## config.mk

```make
export PLATFORM = sky130hd
export DESIGN_NAME = dvu_front
export DESIGN_NICKNAME = d
export VERILOG_FILES = /design/src/hdl/assert_macros.svh /design/src/hdl/dvu_pkg.sv /design/src/hdl/dvu_front.sv
export SDC_FILE = /design/constraint.sdc
export NUM_CORES = 1
export LEC_CHECK = 0
export ABC_AREA = 1
export CAP_MARGIN = 0
export CELL_PAD_IN_SITES_DETAIL_PLACEMENT = 0
export CELL_PAD_IN_SITES_GLOBAL_PLACEMENT = 2
export CORE_ASPECT_RATIO = 0.5
export CORE_MARGIN = 5
export CORE_UTILIZATION = 31
export DETAILED_ROUTE_END_ITERATION = 10
export DONT_BUFFER_PORTS = 1
export PLACE_DENSITY = 0.87
export SLEW_MARGIN = 5
export SYNTH_ARGS = -nofsm -noshare
export SYNTH_HDL_FRONTEND = slang
export SYNTH_SLANG_ARGS = --single-unit
```

## constraint.sdc

```tcl
create_clock -name vclk -period 3.7
set_input_delay 0.74 -clock vclk [all_inputs]
set_output_delay 0.74 -clock vclk [all_outputs]
set_load 0.02 [all_outputs]
```

## src/hdl/assert_macros.svh

```systemverilog
// assertion helpers shared by the rtl
`ifndef ASSERT_MACROS_SVH
`define ASSERT_MACROS_SVH

// consequent checked in the same cycle as the antecedent
`define ASSERT_SAME_CYCLE(label, clk, rst, ante, cons) \
   label: assert property (@(posedge clk) disable iff (rst) (ante) |-> (cons)) \
      else $error("same-cycle check failed");

// consequent checked in the cycle after the antecedent
`define ASSERT_NEXT_CYCLE(label, clk, rst, ante, cons) \
   label: assert property (@(posedge clk) disable iff (rst) (ante) |=> (cons)) \
      else $error("next-cycle check failed");

`endif

```

## src/hdl/dvu_pkg.sv

```systemverilog
package dvu_pkg;

   localparam int NODES     = 16;
   localparam int DIST_BITS = 16;
   localparam int CELLS     = NODES * NODES;
   localparam int CELL_BITS = $clog2(CELLS);

   localparam int QUEUE_DEPTH = 2;
   localparam int QPTR_BITS   = (QUEUE_DEPTH > 1) ? $clog2(QUEUE_DEPTH) : 1;
   localparam int QCNT_BITS   = $clog2(QUEUE_DEPTH + 1);

   localparam int CSR_ADDR_BITS  = 3;
   localparam int CSR_INDEX_BITS = CSR_ADDR_BITS - 2;

   typedef logic [CSR_INDEX_BITS-1:0] csr_index_type;
   localparam csr_index_type REG_OWN_NODE = csr_index_type'(0);

   typedef logic [3:0]           node_type;
   typedef logic [15:0]          field_dist_type;
   typedef logic [DIST_BITS-1:0] dist_type;
   typedef logic [CELL_BITS-1:0] cell_type;

   localparam dist_type DIST_INF = '1;

   typedef struct packed {
      node_type       origin_node;
      node_type       entry_index;
      field_dist_type adv_distance;
      node_type       adv_next_hop;
      field_dist_type link_cost;
      logic           last_entry;
   } req_item_type;

   typedef struct packed {
      field_dist_type best_distance;
      node_type       best_next_hop;
      logic           entry_improved;
      logic           vector_changed;
      logic           table_changed;
      logic           vector_done;
   } rsp_item_type;

   typedef struct packed {
      dist_type distance;
      node_type next_hop;
   } route_entry_type;

   // classified entry handed from the front to the back
   typedef struct packed {
      cell_type row_cell;
      cell_type own_cell;
      logic     row_diag;
      logic     own_diag;
      logic     store_ok;
      logic     relax_ok;
      logic     report_ok;
      logic     same_row;
      logic     last;
      dist_type adv;
      dist_type cand;
      node_type adv_hop;
      node_type origin;
   } job_type;

   typedef struct packed {
      logic has_item;
      logic full;
   } queue_status_type;

   typedef enum logic [2:0] {
      ST_IDLE  = 3'b001,
      ST_EVAL  = 3'b010,
      ST_WRITE = 3'b100
   } back_state_type;

   function automatic logic node_ok(input node_type v);
      return int'(v) < NODES;
   endfunction

   function automatic cell_type cell_of(input node_type row, input node_type col);
      return cell_type'(NODES * int'(row) + int'(col));
   endfunction

   // table contents after reset: zero on the diagonal, infinity elsewhere
   function automatic route_entry_type reset_entry(input logic diag);
      route_entry_type e;
      e.distance = diag ? dist_type'(0) : DIST_INF;
      e.next_hop = '0;
      return e;
   endfunction

endpackage

```

## src/hdl/dvu_front.sv

```systemverilog
module dvu_front (
   input  dvu_pkg::req_item_type req_item,
   input  dvu_pkg::node_type     own_node,
   output dvu_pkg::job_type      job
);

   logic                     origin_ok;
   logic                     dest_ok;
   logic                     own_ok;
   dvu_pkg::dist_type        adv;
   dvu_pkg::dist_type        cost;
   logic [dvu_pkg::DIST_BITS:0] sum;

   assign origin_ok = dvu_pkg::node_ok(req_item.origin_node);
   assign dest_ok   = dvu_pkg::node_ok(req_item.entry_index);
   assign own_ok    = dvu_pkg::node_ok(own_node);

   assign adv  = dvu_pkg::dist_type'(req_item.adv_distance);
   assign cost = dvu_pkg::dist_type'(req_item.link_cost);
   assign sum  = {1'b0, adv} + {1'b0, cost};

   always_comb begin
      job.row_cell  = dvu_pkg::cell_of(req_item.origin_node, req_item.entry_index);
      job.own_cell  = dvu_pkg::cell_of(own_node, req_item.entry_index);
      job.row_diag  = req_item.origin_node == req_item.entry_index;
      job.own_diag  = own_node == req_item.entry_index;
      job.store_ok  = origin_ok && dest_ok;
      job.relax_ok  = origin_ok && dest_ok && own_ok;
      job.report_ok = own_ok && dest_ok;
      // own row gets overwritten first when the vector comes from ourselves
      job.same_row  = origin_ok && dest_ok && (req_item.origin_node == own_node);
      job.last      = req_item.last_entry;
      job.adv       = adv;
      // saturate at infinity
      job.cand      = (sum >= {1'b0, dvu_pkg::DIST_INF}) ? dvu_pkg::DIST_INF
                                                          : sum[dvu_pkg::DIST_BITS-1:0];
      job.adv_hop   = req_item.adv_next_hop;
      job.origin    = req_item.origin_node;
   end

endmodule

```

### After elaboration in Yosys (flattened, before gate mapping)

Index checks and enable logic that the tools add are counted.

| cells by class | value |
|---|---|
| $add $sub $neg | 3 |
| order comparisons | 1 |
| equal/unequal tests | 3 |
| mux-type cells | 1 |

Operators by type and width:

| kind | count |
|---|---|
| 16-bit by 16-bit adder with 17-bit output | 1 |
| 17-bit by 16-bit >= comparator with 1-bit output, second input constant | 1 |
| 8-bit by 4-bit adder with 8-bit output | 2 |
| 16-bit 2-to-1 mux | 1 |
| 4-bit == test | 3 |

| word-level totals | value |
|---|---|
| register bits after elaboration | 0 |
| input bits | 49 |
| logic and storage cells | 8 |

### Longest topological paths before layout

| depth | value |
|---|---|
| depth after elaboration | 3 |
| mapped depth | 17 |
| gate-level depth less buffers | 16 |

### Worst setup path before layout

OpenSTA, ideal clock, no wires.

| path | value |
|---|---|
| path type | input to output |
| start point | input port req_item[1] (netlist name) |
| end point | output port job[13] (netlist name) |
| arrival time | 2.405 ns |
| required time | 2.960 ns |
| slack | 0.555 ns |
| stages on the path | 17 |
| buffers on the path | 1 |
| cell sequence | ha_1 > inv_1 > fa_1 > inv_1 > nand2_1 > nand2_1 > nand2_1 > nand2_1 > nand2_1 > nor2_1 > nand2_1 > nor2_1 > nand3_2 > nor2_4 > nand2_4 > buf_6 > nand3_2 |

RTL lines:

| element | line | RTL |
|---|---|---|
| start, declared | dvu_front.sv:2 | `input dvu_pkg::req_item_type req_item,` |
| end, declared | dvu_front.sv:4 | `output dvu_pkg::job_type job` |

==> impl_metrics.sql <==
INSERT INTO impl_metrics (metric_group, metric, value, unit) VALUES
('global_routing', 'largest_net_degree_at_the_start_of_global_routing', '17', ''),
('setup_path', 'path_depth', '16', ''),
('global_routing', 'grt_overflow', '0', ''),
('timing', 'report.final.setup_viol', '0', ''),
('global_routing', 'grt_pass1_vias', '1476', ''),
('power', 'power.ir.vdd_worst', '0.0441', 'mV'),
('power', 'power.share.combinational', '100.0', '%'),
('floorplanning', 'start_util', '31.8', '%'),
('timing', 'rsz0062_at_grt', 'no', ''),
('logic_synthesis', 'syn-cell-area', '1740', 'sq um'),
('setup_path', 'timing.critical_path.mode_cell', 'nand2_1', ''),
('logic_synthesis', 'ys_top_cells_by_area', 'nand2_1, buf_4, ha_1', ''),
('clock_tree', 'cts.repair_timing.setup_buffer_count', '0', ''),
('worst_hold_path', 'hp-class', 'in -> out', ''),
('timing', 'setup-tns-final', '0', 'ns'),
('placement', 'io_buffer_count', '0', ''),
('run', 'cap_violations', '0', ''),
('layout', 'most-common-layout-cells', 'nand2_1, inv_1, nand3_1', ''),
('floorplanning', 'io_pins', '112', ''),
('routing', 'drt_first_iter_violations', '41', ''),
('logic_synthesis', 'post_synth_inst_count', '300', ''),
('floorplanning', 'die_h', '63.0', 'um'),
('floorplanning', 'die_width', '116', 'um'),
('power', 'power.switching_fraction', '68.8', '%'),
('floorplanning', 'core_area', '5470', 'sq um'),
('routing', 'final_antenna_net_count', '0', ''),
('setup_path', 'worst_path_max_delay_cell', 'fa_1', ''),
('placement', 'placedInstanceArea', '1490', 'sq um'),
('layout', 'final.clkbuf_count', '0', ''),
('layout', 'antenna-diode-count', '0', ''),
('layout', 'layout.cell_area.non_filler', '1490', 'sq um'),
('setup_path', 'setup.worst_path.start', 'req_item[1]', ''),
('power', 'power.switching', '0.192', 'mW'),
('logic_synthesis', 'cell_taking_the_most_area_after_synthesis', 'nand2_1', ''),
('routing', 'routed-via-count', '1476', ''),
('setup_path', 'cp_data_arrival_time', '2.58', 'ns'),
('timing', 'fmax', '0.302', 'GHz'),
('run_status', 'outcome', 'finished clean', ''),
('power', 'power_density', '187', 'nW/um^2'),
('setup_path', 'crit_chain', 'ha_1 -> inv_1 -> fa_1 -> inv_1 -> nand2_1 -> nand2_1 -> nand3_1 -> nand2_1 -> nand2_1 -> nand2_1 -> nand2_1 -> nand2_2 -> nand3_2 -> nor2_4 -> nand2_4 -> nand3_1', ''),
('routing', 'totalWireLength', '4080', 'um'),
('layout', 'seq_cell_count', '0', ''),
('setup_path', 'critPathMaxFanout', '16', ''),
('setup_path', 'category_of_the_worst_setup_path_capture_point', 'primary output', ''),
('routing', 'drc', '0', ''),
('logic_synthesis', 'yosysTopAreaCellShare', '19.4', '%'),
('clock_tree', 'post_cts.resized_instances', '0', ''),
('layout', 'number_of_nets_in_the_layout', '324', ''),
('setup_path', 'path_buf_inv', '2', ''),
('routing', 'first_pass_iters', '4', ''),
('logic_synthesis', 'synthesis.yosys.warnings', '0', ''),
('power', 'share_seq_of_total_power', '0', '%'),
('layout', 'ff_latch_area', '0', 'sq um'),
('logic_synthesis', 'post_synth.cell_area_avg', '5.80', 'sq um'),
('global_routing', 'number_of_antenna_violations_at_the_first_check_in_global_routing', '0', ''),
('logic_synthesis', 'synth_cell_type_count', '27', ''),
('setup_path', 'crit_path_max_incr_delay', '0.37', 'ns'),
('floorplanning', 'die-area', '7300', 'sq um'),
('routing', 'avgViaCountPerCell', '4.49', ''),
('timing', 'slew_violations', '0', ''),
('routing', 'drt-wirelength-per-cell', '12.4', 'um'),
('logic_synthesis', 'synth-seq-area-share', '0', '%'),
('global_routing', 'grt_first_pass_wirelength', '6690', 'um'),
('layout', 'syn2layout_area_growth', '-14.6', '%'),
('power', 'clock_power_share', '0', '%'),
('clock_tree', 'postCtsHoldBufs', '0', ''),
('timing', 'post-route-period-util', '89.6', '%'),
('timing', 'timing.slew.headroom', '53.8', '%'),
('placement', 'post-dp-hpwl', '3730', 'um'),
('timing', 'finalCriticalPeriod', '3.32', 'ns'),
('placement', 'globalplace.congestion', '0.774', '');
Yosys cell counts (all sizes together):
| library cell | count |
|---|---|
| nand3b | 2 |
| conb | 1 |
| a221oi | 3 |
| nand4 | 2 |
| inv | 49 |
| fa | 1 |
| a21oi | 12 |
| o21ai | 3 |
| nand2 | 101 |
| nor2 | 21 |
| nand3 | 35 |
| clkinv | 1 |
| xnor2 | 6 |
| nor3 | 1 |
| ha | 16 |
| buf | 46 |
routing by layer:
layer | track usage, % | wire length [um]
met1 | 12.9 | 1760
met2 | 20.8 | 1960
met3 | 1.93 | 356
met4 | 0.289 | 0
met5 | 0 | 0
power by group through the flow:
stage	combinational, mW	sequential [mW]	clock (mW)
3_3_place_gp	0.282	0	0
3_5_place_dp	0.283	0	0
6_report	0.278	0	0
4_1_cts	0.285	0	0
2_1_floorplan	0.309	0	0
5_1_grt	0.319	0	0
metrics by stage:
step / worst slack (ns) / utilization [%] / hold slack [ns] / std cells / total power [mW]
3_3_place_gp: 0.399 / 27.2 / 1.48 / 329 / 0.282
6_report: 0.384 / 27.2 / 1.48 / 329 / 0.278
3_5_place_dp: 0.364 / 27.2 / 1.48 / 329 / 0.283
2_1_floorplan: 0.555 / - / 1.59 / 302 / 0.309
5_1_grt: 0.112 / 27.2 / 1.48 / 329 / 0.319
4_1_cts: 0.368 / 27.2 / 1.48 / 329 / 0.285
worst min path at each step:
stage	startpoint	to	cells after the start
floorplan	req_item[41]	job[0]	1
global placement	req_item[27]	job[30]	0
detailed placement	req_item[25]	job[28]	0
CTS	req_item[25]	job[28]	0
global route	req_item[23]	job[26]	0
finish	req_item[22]	job[25]	0
logic make-up (layout without fill, tap and decap cells):
logic type                 Yosys count  after routing  share of synthesized area (%)
AOI/OAI and AO/OA                   18             18                           6.26
adders and majority gates           17             17                           12.7
xor gates and xnor gates             6              6                           3.02
other                                1              3                          0.216
buffers and inverters               96             50                           31.1
and+or+nand+nor                    162            162                           46.8
final cells by class:
class              instances  area (sq um)  share of cell area [%]
inverters                 50           188                    12.6
multi-input cells        206          1210                    81.2
well taps                 73          91.3                    6.15
No activity file was read; power rests on OpenSTA's default activity.
