==> config.mk <==
export PLATFORM = sky130hd
export DESIGN_NAME = dvu_queue
export DESIGN_NICKNAME = d
export VERILOG_FILES = /design/src/hdl/assert_macros.svh /design/src/hdl/dvu_pkg.sv /design/src/hdl/dvu_queue.sv
export SDC_FILE = /design/constraint.sdc
export NUM_CORES = 1
export LEC_CHECK = 0
export ABC_AREA = 1
export ABC_CLOCK_PERIOD_IN_PS = 3550
export BUFFER_PORTS_ARGS = -buffer_cell sky130_fd_sc_hd__buf_4
export CAP_MARGIN = 20
export CORE_MARGIN = 1.5
export CORE_UTILIZATION = 47
export CTS_BUF_LIST = sky130_fd_sc_hd__clkbuf_4 sky130_fd_sc_hd__clkbuf_8 sky130_fd_sc_hd__clkbuf_16
export DETAILED_ROUTE_END_ITERATION = 8
export GPL_TIMING_DRIVEN = 0
export PLACE_DENSITY_LB_ADDON = 0.2
export SYNTH_ARGS = -nofsm -noshare
export SYNTH_HDL_FRONTEND = slang
export SYNTH_SLANG_ARGS = --single-unit
==> constraint.sdc <==
create_clock -name clock -period 3.55 [get_ports clock]
set_input_delay 0.355 -clock clock [delete_from_list [all_inputs] [get_ports clock]]
set_output_delay 0.355 -clock clock [all_outputs]
set_load 0.05 [all_outputs]
==> src/hdl/assert_macros.svh <==
// assertion helpers shared by the rtl
`ifndef ASSERT_MACROS_SVH
`define ASSERT_MACROS_SVH

// consequent checked in the same cycle as the antecedent
`define ASSERT_SAME_CYCLE(label, clk, rst, ante, cons) \
   label: assert property (@(posedge clk) disable iff (rst) (ante) |-> (cons)) \
      else $error("same-cycle check failed");

// consequent checked in the cycle after the antecedent
`define ASSERT_NEXT_CYCLE(label, clk, rst, ante, cons) \
   label: assert property (@(posedge clk) disable iff (rst) (ante) |=> (cons)) \
      else $error("next-cycle check failed");

`endif

==> src/hdl/dvu_pkg.sv <==
package dvu_pkg;

   localparam int NODES     = 16;
   localparam int DIST_BITS = 16;
   localparam int CELLS     = NODES * NODES;
   localparam int CELL_BITS = $clog2(CELLS);

   localparam int QUEUE_DEPTH = 2;
   localparam int QPTR_BITS   = (QUEUE_DEPTH > 1) ? $clog2(QUEUE_DEPTH) : 1;
   localparam int QCNT_BITS   = $clog2(QUEUE_DEPTH + 1);

   localparam int CSR_ADDR_BITS  = 3;
   localparam int CSR_INDEX_BITS = CSR_ADDR_BITS - 2;

   typedef logic [CSR_INDEX_BITS-1:0] csr_index_type;
   localparam csr_index_type REG_OWN_NODE = csr_index_type'(0);

   typedef logic [3:0]           node_type;
   typedef logic [15:0]          field_dist_type;
   typedef logic [DIST_BITS-1:0] dist_type;
   typedef logic [CELL_BITS-1:0] cell_type;

   localparam dist_type DIST_INF = '1;

   typedef struct packed {
      node_type       origin_node;
      node_type       entry_index;
      field_dist_type adv_distance;
      node_type       adv_next_hop;
      field_dist_type link_cost;
      logic           last_entry;
   } req_item_type;

   typedef struct packed {
      field_dist_type best_distance;
      node_type       best_next_hop;
      logic           entry_improved;
      logic           vector_changed;
      logic           table_changed;
      logic           vector_done;
   } rsp_item_type;

   typedef struct packed {
      dist_type distance;
      node_type next_hop;
   } route_entry_type;

   // classified entry handed from the front to the back
   typedef struct packed {
      cell_type row_cell;
      cell_type own_cell;
      logic     row_diag;
      logic     own_diag;
      logic     store_ok;
      logic     relax_ok;
      logic     report_ok;
      logic     same_row;
      logic     last;
      dist_type adv;
      dist_type cand;
      node_type adv_hop;
      node_type origin;
   } job_type;

   typedef struct packed {
      logic has_item;
      logic full;
   } queue_status_type;

   typedef enum logic [2:0] {
      ST_IDLE  = 3'b001,
      ST_EVAL  = 3'b010,
      ST_WRITE = 3'b100
   } back_state_type;

   function automatic logic node_ok(input node_type v);
      return int'(v) < NODES;
   endfunction

   function automatic cell_type cell_of(input node_type row, input node_type col);
      return cell_type'(NODES * int'(row) + int'(col));
   endfunction

   // table contents after reset: zero on the diagonal, infinity elsewhere
   function automatic route_entry_type reset_entry(input logic diag);
      route_entry_type e;
      e.distance = diag ? dist_type'(0) : DIST_INF;
      e.next_hop = '0;
      return e;
   endfunction

endpackage

==> src/hdl/dvu_queue.sv <==
module dvu_queue (
   input  logic                      clock,
   input  logic                      reset,
   input  logic                      push,
   input  dvu_pkg::job_type          push_job,
   input  logic                      pop,
   output dvu_pkg::job_type          head,
   output dvu_pkg::queue_status_type status
);

   dvu_pkg::job_type               slot_ff [dvu_pkg::QUEUE_DEPTH];
   logic [dvu_pkg::QPTR_BITS-1:0]  wr_ptr_ff, wr_ptr_in;
   logic [dvu_pkg::QPTR_BITS-1:0]  rd_ptr_ff, rd_ptr_in;
   logic [dvu_pkg::QCNT_BITS-1:0]  count_ff, count_in;

   function automatic logic [dvu_pkg::QPTR_BITS-1:0] next_ptr(
      input logic [dvu_pkg::QPTR_BITS-1:0] p);
      return (int'(p) == dvu_pkg::QUEUE_DEPTH - 1) ? '0 : p + 1'b1;
   endfunction

   assign head            = slot_ff[rd_ptr_ff];
   assign status.has_item = count_ff != '0;
   assign status.full     = int'(count_ff) == dvu_pkg::QUEUE_DEPTH;

   always_comb begin
      wr_ptr_in = push ? next_ptr(wr_ptr_ff) : wr_ptr_ff;
      rd_ptr_in = pop ? next_ptr(rd_ptr_ff) : rd_ptr_ff;
      count_in  = count_ff;
      if (push && !pop) begin
         count_in = count_ff + 1'b1;
      end else if (pop && !push) begin
         count_in = count_ff - 1'b1;
      end
   end

   always_ff @(posedge clock) begin
      if (reset) begin
         wr_ptr_ff <= '0;
         rd_ptr_ff <= '0;
         count_ff  <= '0;
      end else begin
         wr_ptr_ff <= wr_ptr_in;
         rd_ptr_ff <= rd_ptr_in;
         count_ff  <= count_in;
      end
   end

   always_ff @(posedge clock) begin
      if (push) begin
         slot_ff[wr_ptr_ff] <= push_job;
      end
   end

endmodule

Word level (Yosys, flattened, before mapping)
Memories as Yosys holds them, arrays and structs flattened. A register that Yosys moved wholly into a read port is not among the register bits. Index checks and enable logic that the tools add are counted. Widths: inputs -> output; s select.

Register bits: 4. Latch bits: 0. Bits in writable memories: 126. ROM bits: 0. Output and inout port bits: 65. Memories kept: 1.

Add/subtract/negate cells: 4. $mul: 0. Divide/modulo/power cells: 0. $lt $le $gt $ge: 0. Equal/unequal tests: 1. Shift-type cells: 0. Mux-type cells: 8. Bitwise operators: 0. Reductions and logical operators: 6.

Memory list: slot_ff (words 2, width 63, rd ports 1, clocked after Yosys merged registers in 1, write ports 1, RTL line dvu_queue.sv:11) `dvu_pkg::job_type slot_ff [dvu_pkg::QUEUE_DEPTH];`.

Operators by type and width (count): $mux 1 (6); $mux 2 (2); $reduce_bool 2->1 (2); $add 1x1->1 const B (2); $add 2x1->2 const B (1); $eq 2x2->1 const B (1); $logic_and 1x1->1 (2); $logic_not 1->1 (2); $sub 2x1->2 const B (1).

Longest topological paths before layout
Gate-level depths: netlist of the first run.

Depth after elaboration: 4. Depth in mapped cells: 8.

Worst setup path after synthesis of the first run
OpenSTA, ideal clock, no wires.

Path kind: in2reg. Start point: input push. End point: memory slot_ff[0][0] (netlist name) (enable). Arrival time: 3037 ps. Setup slack: 27 ps. Stages on the path: 2. Path buffers: 0. Cell sequence: inv_1 > nor2_1.

Cells in the longest elaborated chain, start to end: 2.

RTL lines: from (decl) (RTL line dvu_queue.sv:4) `input logic push,`; $mux 1 (RTL line dvu_queue.sv:49) `if (push) begin`; $mux 1 (not written as such) (RTL line dvu_queue.sv:50) `slot_ff[wr_ptr_ff] <= push_job;`; to (decl) (RTL line dvu_queue.sv:11).

Every way passes these cells.

==> results of run 1 <==
[worst max-delay path, delay by kind of cell (launching register included)]
| family | cells | cell delay (ns) |
|---|---|---|
| flops | 1 | 0.32 |
| mux | 1 | 0.31 |
| buf+inv | 3 | 0.55 |
[where the power goes]
group | switching, W | leakage, nW | internal, W | total, W
sequential | 0.0000206 | 1.22 | 0.00179 | 0.00181
combinational | 0.000437 | 1.26 | 0.000301 | 0.000738
clock | 0.000605 | 0.275 | 0.00107 | 0.00167
[kinds of logic (layout without fill, tap and decap cells)]
family                     Yosys count  count (layout)  synth area share
adders and majority gates            1               1           0.00246
xor gates and xnor gates             1               1           0.00173
and+or+nand+nor                     15              15            0.0121
muxes                               63              63             0.184
AOI/OAI and AO/OA                    2               2           0.00197
buffers and inverters               16             182            0.0325
DFF                                131             131             0.765
[through the flow]
stage	area [um^2]	hold WS (ns)	util	total power [W]
2_1_floorplan	5080	0.427	-	0.00237
3_3_place_gp	6230	0.497	0.598	0.00257
3_5_place_dp	6300	0.506	0.605	0.00259
4_1_cts	6880	0.000354	0.661	0.00427
5_1_grt	6880	0.00291	0.661	0.00437
6_report	6880	0.0253	0.661	0.00422
[per-layer routing]
metal,track usage,vias up,share of wire
met3,0.0553,15,0.072
li1,-,1193,-
met1,0.162,1198,0.40
met2,0.246,93,0.51
met5,0,-,0
met4,0.0800,0,0.023
[cells in the mapped netlist (all sizes together)]
cell type	n	area [um^2]
o21ai	1	5.00
a21oi	1	5.00
nand2	6	22.5
nor3	1	5.00
xnor2	1	8.76
nor2	6	22.5
inv	9	33.8
nand3	1	5.00
ha	1	12.5
nand4	1	6.26
dfxtp	5	100
buf	7	131
edfxtp	126	3780
mux2	63	935
[flip-flops by register name, indices dropped and copies added (netlist names), named ones only]
signal     flops
slot_ff      126
count_ff       2
rd_ptr_ff      1
wr_ptr_ff      1
[how the worst max path moves through the flow]
| stage | slack (ns) | endpoint | cells past startpoint | start |
|---|---|---|---|---|
| final | 1.50 | head[2] | 4 | flip-flop |
| after global routing | 1.43 | head[2] | 4 | flip-flop |
| after CTS | 1.45 | head[2] | 4 | flip-flop |
| after detailed placement | 1.83 | slot_ff[1][27] | 4 | push |
| after global placement | -1.62 | slot_ff[0][14] | 3 | push |
| after floorplan | 0.03 | slot_ff[0][0] | 2 | push |
[final cells by class]
cell class              instances  area (um^2)  area share
well taps                     136          170      0.0247
flip-flops and latches        131         3880       0.564
repair buffers                134         1040       0.152
inverters                       9         33.8     0.00491
multi-input cells              82         1030       0.150
plain buffers                   7          131      0.0191
clock inverters                14          164      0.0238
clock buffers                  18          422      0.0613
==> reports/results.env, run 1 <==
ROUTEDWLPERCELL_UM=15.0
WORSTPATHCELLLIST='buf_6 > buf_12 > mux2_4 > buf_4'
ANTENNA-DIODE-COUNT=0
FINAL_SETUP_MARGIN_NS=1.50
DIE_HEIGHT_UM=107
FINAL_PERIOD_MINUS_WORST_SETUP_SLACK_NS=2.05
CRITICAL_PATH_REQUIRED_NS=3.19
HOLD_VIOLATIONS=0
CORE_REGION_AREA_UM2=10400
POST-DP-HPWL_MM=5.19
R2R_SLACK_NS=1.93
CLOCK_H_TREE_LEVELS=4
MAX_FREQ_MHz=487
POWER.STATIC_LEAKAGE_nW=2.76
DRIVE_ABOVE_1_SHARE=0.597
VIA_TOTAL_AFTER_DETAILED_ROUTING=2499
SLEW_VIOL_FINAL=0
POWERDENSITY_nW_PER_UM2=613
TIMING.SETUP.CRITICAL_PATH_CLASS='flip-flop to primary output'
PLACED_CELLS_INCL_TAPS=499
SYNTH_SEQ_AREA_SHARE=0.765
DETAIL_ROUTE.FIRST_PASS.ITERATIONS=4
PLACEMENT.IO_BUFFERS=131
DIE_AREA_UM2=11400
CP_SLOWEST_STAGE_DELAY_NS=0.32
SYNTHESIS.INSTANCES=229
NFILLCELLS=710
REGTOREGENDPOINT='slot_ff[1][21]'
MIN_DELAY_WORST_ENDPOINT='slot_ff[1][36]'
CPMAXSTAGEDELAYCELL='dfxtp_1'
DIE_W_UM=107
GPL.FINAL_WEIGHTED_CONGESTION=0.713
CLOCK_SINKS=131
TRITONCTS='done'
SYNTH_AREA_UM2=5080
DRT_WL_TOTAL_MM=7.94
MAX_SLEW.WORST_PIN.SLEW_NS=0.677
VIAS_IN_THE_FIRST_GLOBAL_ROUTE=2574
SYNTHESIS.AREA_PER_INSTANCE_UM2=22.2
FINAL-SETUP-VIOL-COUNT=0
CTS.CLK_SLEW.WORST_PATHS_NS=0.06
CTS_ROOT_BUFFER='clkbuf_8'
GLOBALROUTE.TOTALOVERFLOW=0
RR_STARTPOINT='wr_ptr_ff'
DRCVIOLATIONCOUNT=0
HOLDPATHSTAGES=1
YS_FF_LATCH=131
MOSTFREQUENTLAYOUTCELL='buf_4'
GLOBALROUTETOTALUTIL=0.147
ANTENNA_FOUND_INITIAL=0
POST_CTS_BUFFERS=0
NUMCTSBUFFERS=17
DP_WORST_SETUP_SLACK_NS=1.83
LAYOUT.CELLS.MOST_COMMON_LIST='131 x buf_4, 126 x edfxtp_1, 60 x mux2_4, 16 x clkbuf_16, 9 x buf_12'
CTSRESIZECOUNT=0
MAX-SLEW-MARGIN-REL=0.548
HOLDBUFCOUNTCTS=0
WORST-PATH-MAX-FANOUT=10
MIN_FROM='push_job[36]'
FINALCLOCKSKEW_NS=0.00565
YOSYS_WARNINGS=0
DRV_CAP=0
CTS_MAX_PATH_BUFFERS=2
SETUP_TNS_NS=0
YOSYSUNIQUECELLTYPES=16
IRDROPWORSTVDD_mV=0.392
CRIT_PATH_START_KIND='flip-flop'
SYNTH_NETS=297
STD_CELL_ROWS=37
SYN2LAYOUT_AREA_GROWTH_PCT=35.6
INITIAL_UTILIZATION=0.487
GRT_SETUP_UNREPAIRED='no'
ROUTE.DETAILED.VIAS_PER_INST=4.71
NUM-NETS-FINAL=450
WORSTREGTOREGCELLS=3
NON_FILLER_INSTANCE_COUNT_AFTER_LAYOUT=531
GRT_MAX_DEGREE=37
SETUP.WORST_PATH.END_CLASS='primary output'
OUTCOME='completed'
WORSTHOLDPATHTYPE='input pin to flip-flop'
IOPINCOUNT=132
GRT_PASS1_WL_MM=12.2
DETAILEDROUTE.FIRSTITERATIONVIOLATIONS=60
MIN_PERIOD_OVER_PERIOD=0.578
TIMING.CRITICAL_PATH.ARRIVAL_NS=1.70
ROUTE.ANTENNA.REMAINING_NETS=0
WORSTSKEWPAIRLATENCY_NS=0.51
No activity file was read; power rests on OpenSTA's default activity.
==> inputs of run 2 (changes only) <==
--- a/config.mk
+++ b/config.mk
@@ -5,8 +5,8 @@
 export SDC_FILE = /design/constraint.sdc
 export NUM_CORES = 1
 export LEC_CHECK = 0
-export ABC_AREA = 1
-export ABC_CLOCK_PERIOD_IN_PS = 3550
+export ABC_AREA = 0
+export ABC_CLOCK_PERIOD_IN_PS = 1800
 export BUFFER_PORTS_ARGS = -buffer_cell sky130_fd_sc_hd__buf_4
 export CAP_MARGIN = 20
 export CORE_MARGIN = 1.5
==> constraint.sdc (replaced) <==
create_clock -name clock -period 1.8 [get_ports clock]
set_input_delay 0.18 -clock clock [delete_from_list [all_inputs] [get_ports clock]]
set_output_delay 0.18 -clock clock [all_outputs]
set_load 0.05 [all_outputs]
==> reports/results.env, run 2 <==
LAYOUT.CELLS.MOST_COMMON_LIST='126 x edfxtp_1, 68 x buf_4, 67 x dlygate4sd3_1, 52 x buf_6, 49 x mux2_2'
GLOBALROUTE.TOTALOVERFLOW=0
STD_CELL_ROWS=36
SYNTH_EDF_COUNT=126
FINAL-SETUP-VIOL-COUNT=54
DP_WORST_SETUP_SLACK_NS=0.195
FINALCLOCKSKEW_NS=0.00540
NETLIST_TOP_CELLS_COUNT='126 x edfxtp_1, 63 x mux2_2, 6 x buf_6'
INITIAL_UTILIZATION=0.487
MIN_FROM='push_job[61]'
MAX-SLEW-MARGIN-REL=0.406
CPMAXSTAGEDELAYCELL='dfxtp_4'
GPL.FINAL_WEIGHTED_CONGESTION=0.650
SYNTHESIS.INSTANCES=218
VIA_TOTAL_AFTER_DETAILED_ROUTING=2770
FINAL_PERIOD_MINUS_WORST_SETUP_SLACK_NS=1.83
ROUTEDWLPERCELL_UM=16.4
NUMCTSBUFFERS=17
WORST-PATH-MAX-FANOUT=10
REGAREA_UM2=3890
TIMING.CRITICAL_PATH.ARRIVAL_NS=1.65
SETUP_TNS_NS=-0.983
NFILLCELLS=551
GRT_MAX_DEGREE=64
HOLDPATHSTAGES=2
PLACED_CELLS_INCL_TAPS=484
DRCVIOLATIONCOUNT=0
SYNTH_AREA_UM2=4780
DIE_HEIGHT_UM=104
YOSYSUNIQUECELLTYPES=17
YOSYS_WARNINGS=0
BUSIEST_LAYER='met2'
POST-DP-HPWL_MM=5.13
FINAL_SETUP_MARGIN_NS=-0.0347
MOSTFREQUENTLAYOUTCELL='edfxtp_1'
GRT_SETUP_UNREPAIRED='yes'
TRITONCTS='done'
POWER.STATIC_LEAKAGE_nW=2.98
NON_FILLER_INSTANCE_COUNT_AFTER_LAYOUT=587
SETUP.WORST_PATH.END_CLASS='primary output'
TIMING.SETUP.CRITICAL_PATH_CLASS='flip-flop to primary output'
SYNTH_TOP_AREA_SHARE=0.792
GLOBALROUTETOTALUTIL=0.178
MET2_USAGE=0.313
NUMBER_OF_FLIP_FLOPS_UNDER_THE_LARGEST_REGISTER_NAME=126
TOTAL_POWER_W=0.00868
MIN_DELAY_WORST_ENDPOINT='slot_ff[0][61]'
R2R_SLACK_NS=0.22
SYNTHESIS.AREA_PER_INSTANCE_UM2=21.9
MULTI_INPUT_COMB_AREA_UM2=878
YS_ASYNC_SR_FRACTION=0
RR_STARTPOINT='wr_ptr_ff'
NUM-NETS-FINAL=509
ROUTE.DETAILED.VIAS_PER_INST=4.72
WORSTPATHCELLLIST='buf_12 > buf_12 > mux2_2 > buf_6'
DRIVE_ABOVE_1_SHARE=0.531
POST-SYNTH-TOP-COUNT-CELL='edfxtp_1'
IOPINCOUNT=132
OUTCOME='finished, violations left'
WORSTSKEWPAIRLATENCY_NS=0.50
ANTENNA_FOUND_INITIAL=0
SLEW_VIOL_FINAL=0
DETAIL_ROUTE.FIRST_PASS.ITERATIONS=5
CRIT_TOP_CELL='buf_12'
POSTSYNTH.TOPFLOPCELL='edfxtp_1'
CRITICAL_PATH_REQUIRED_NS=1.62
MAX_SLEW.WORST_PIN.SLEW_NS=0.891
ANTENNA-DIODE-COUNT=0
DRV_CAP=0
ROUTE.ANTENNA.REMAINING_NETS=0
REGTOREGENDPOINT='slot_ff[1][29]'
DRT_WL_TOTAL_MM=9.64
POWERDENSITY_nW_PER_UM2=1130
REG.LARGEST.LIST='slot_ff: 126 flops, count_ff: 2 flops'
WORSTREGTOREGCELLS=1
GROUTE.LAYER.MET1.USAGE=0.201
IRDROPWORSTVDD_mV=0.636
CTS.CLK_SLEW.WORST_PATHS_NS=0.06
HOLD_VIOLATIONS=0
CTS_MAX_PATH_BUFFERS=2
USE_MET3=0.0598
YS_FF_LATCH=131
CRIT_PATH_START_KIND='flip-flop'
MIN_PERIOD_OVER_PERIOD=1.02
VIAS_IN_THE_FIRST_GLOBAL_ROUTE=2968
SYN2LAYOUT_AREA_GROWTH_PCT=61.0
VIOLATED_CHECKS='negative setup slack'
DETAILEDROUTE.FIRSTITERATIONVIOLATIONS=109
CP_SLOWEST_STAGE_DELAY_NS=0.37
CTS_ROOT_BUFFER='clkbuf_8'
MAX_FREQ_MHz=545
CLOCK_SINKS=131
DIE_AREA_UM2=10800
PLACEMENT.IO_BUFFERS=131
SYNTH.AREA.TOP_CELLS='edfxtp_1 79%, mux2_2 15%, dfxtp_1 2.1%'
REGMOSTFLOPS='slot_ff'
CLOCK_H_TREE_LEVELS=4
SYNTH_NETS=286
CORE_REGION_AREA_UM2=9820
GRT_PASS1_WL_MM=14.5
WORSTHOLDPATHTYPE='input pin to flip-flop'
SYNTH_TOP_CELL_BY_AREA='edfxtp_1'
FINAL_CORE_UTILIZATION=0.784
DIE_W_UM=104
SYNTH_SEQ_AREA_SHARE=0.813
==> run 2: changes by cell type after synthesis, sizes merged, moves of 2 or more <==
cell / before / now
nand2: 6 / 0
nor2: 6 / 4
xor2: 0 / 2
inv: 9 / 1
==> run 2: report_power, final <==
| group | internal [W] | total [W] | switching [W] |
|---|---|---|---|
| Sequential | 0.00356 | 0.00361 | 0.0000521 |
| Combinational | 0.000812 | 0.00180 | 0.000985 |
| Clock | 0.00211 | 0.00327 | 0.00116 |
==> run 2: what timing repair did <==
item	CTS	global route
pin swaps	0	0
gates cloned	0	2
setup buffers	2	0
setup endpoints to repair	60	63
gates resized for setup	38	70
hold buffers	67	0
endpoints found under the hold margin	131	0
==> run 2: cell families after synthesis <==
kind of cell,synth area share
AO/OA/AOI/OAI,0.00209
XOR/XNOR,0.00733
adder cells (fa/ha/maj),0.00262
buffers and inverters,0.0165
flip-flops,0.813
multiplexers,0.148
AND/OR/NAND/NOR,0.0102
==> run 2: per-stage QoR <==
| stage | hold WS, ns | instance area, um^2 |
|---|---|---|
| 3_3_place_gp | 0.365 | 5940 |
| 4_1_cts | 0.381 | 7380 |
| 5_1_grt | 0.382 | 7690 |
| 6_report | 0.396 | 7690 |
| 3_5_place_dp | 0.368 | 5980 |
| 2_1_floorplan | 0.249 | 4790 |
==> run 2: area by class of cell <==
type | instances | area share
clock inverter | 13 | 0.0184
clock buffer | 19 | 0.0558
buffer | 7 | 0.0176
multi-input combinational | 79 | 0.114
tap | 133 | 0.0216
inverter | 1 | 0.000488
timing repair buffer | 204 | 0.267
sequential | 131 | 0.505
==> run 2: routing by layer <==
metal / share of wire / wire (um)
met1: 0.40 / 3820
met2: 0.55 / 5260
met3: 0.045 / 435
met4: 0.012 / 115
met5: 0 / 0
==> run 2: worst max-delay path: cells and delay by family (launching register included) <==
| family | cells | cell delay (ns) |
|---|---|---|
| buffers and inverters | 3 | 0.44 |
| flip-flops | 1 | 0.37 |
| multiplexers | 1 | 0.35 |
==> run 2: worst max-delay path by stage <==
stage / startpoint / end / depth (start not counted)
after floorplan: wr_ptr_ff / slot_ff[0][0] / 1
after global placement: wr_ptr_ff / slot_ff[0][38] / 1
after detailed placement: wr_ptr_ff / slot_ff[1][20] / 1
after CTS: flip-flop / head[2] / 4
after global routing: flip-flop / head[40] / 4
final: flip-flop / head[40] / 4
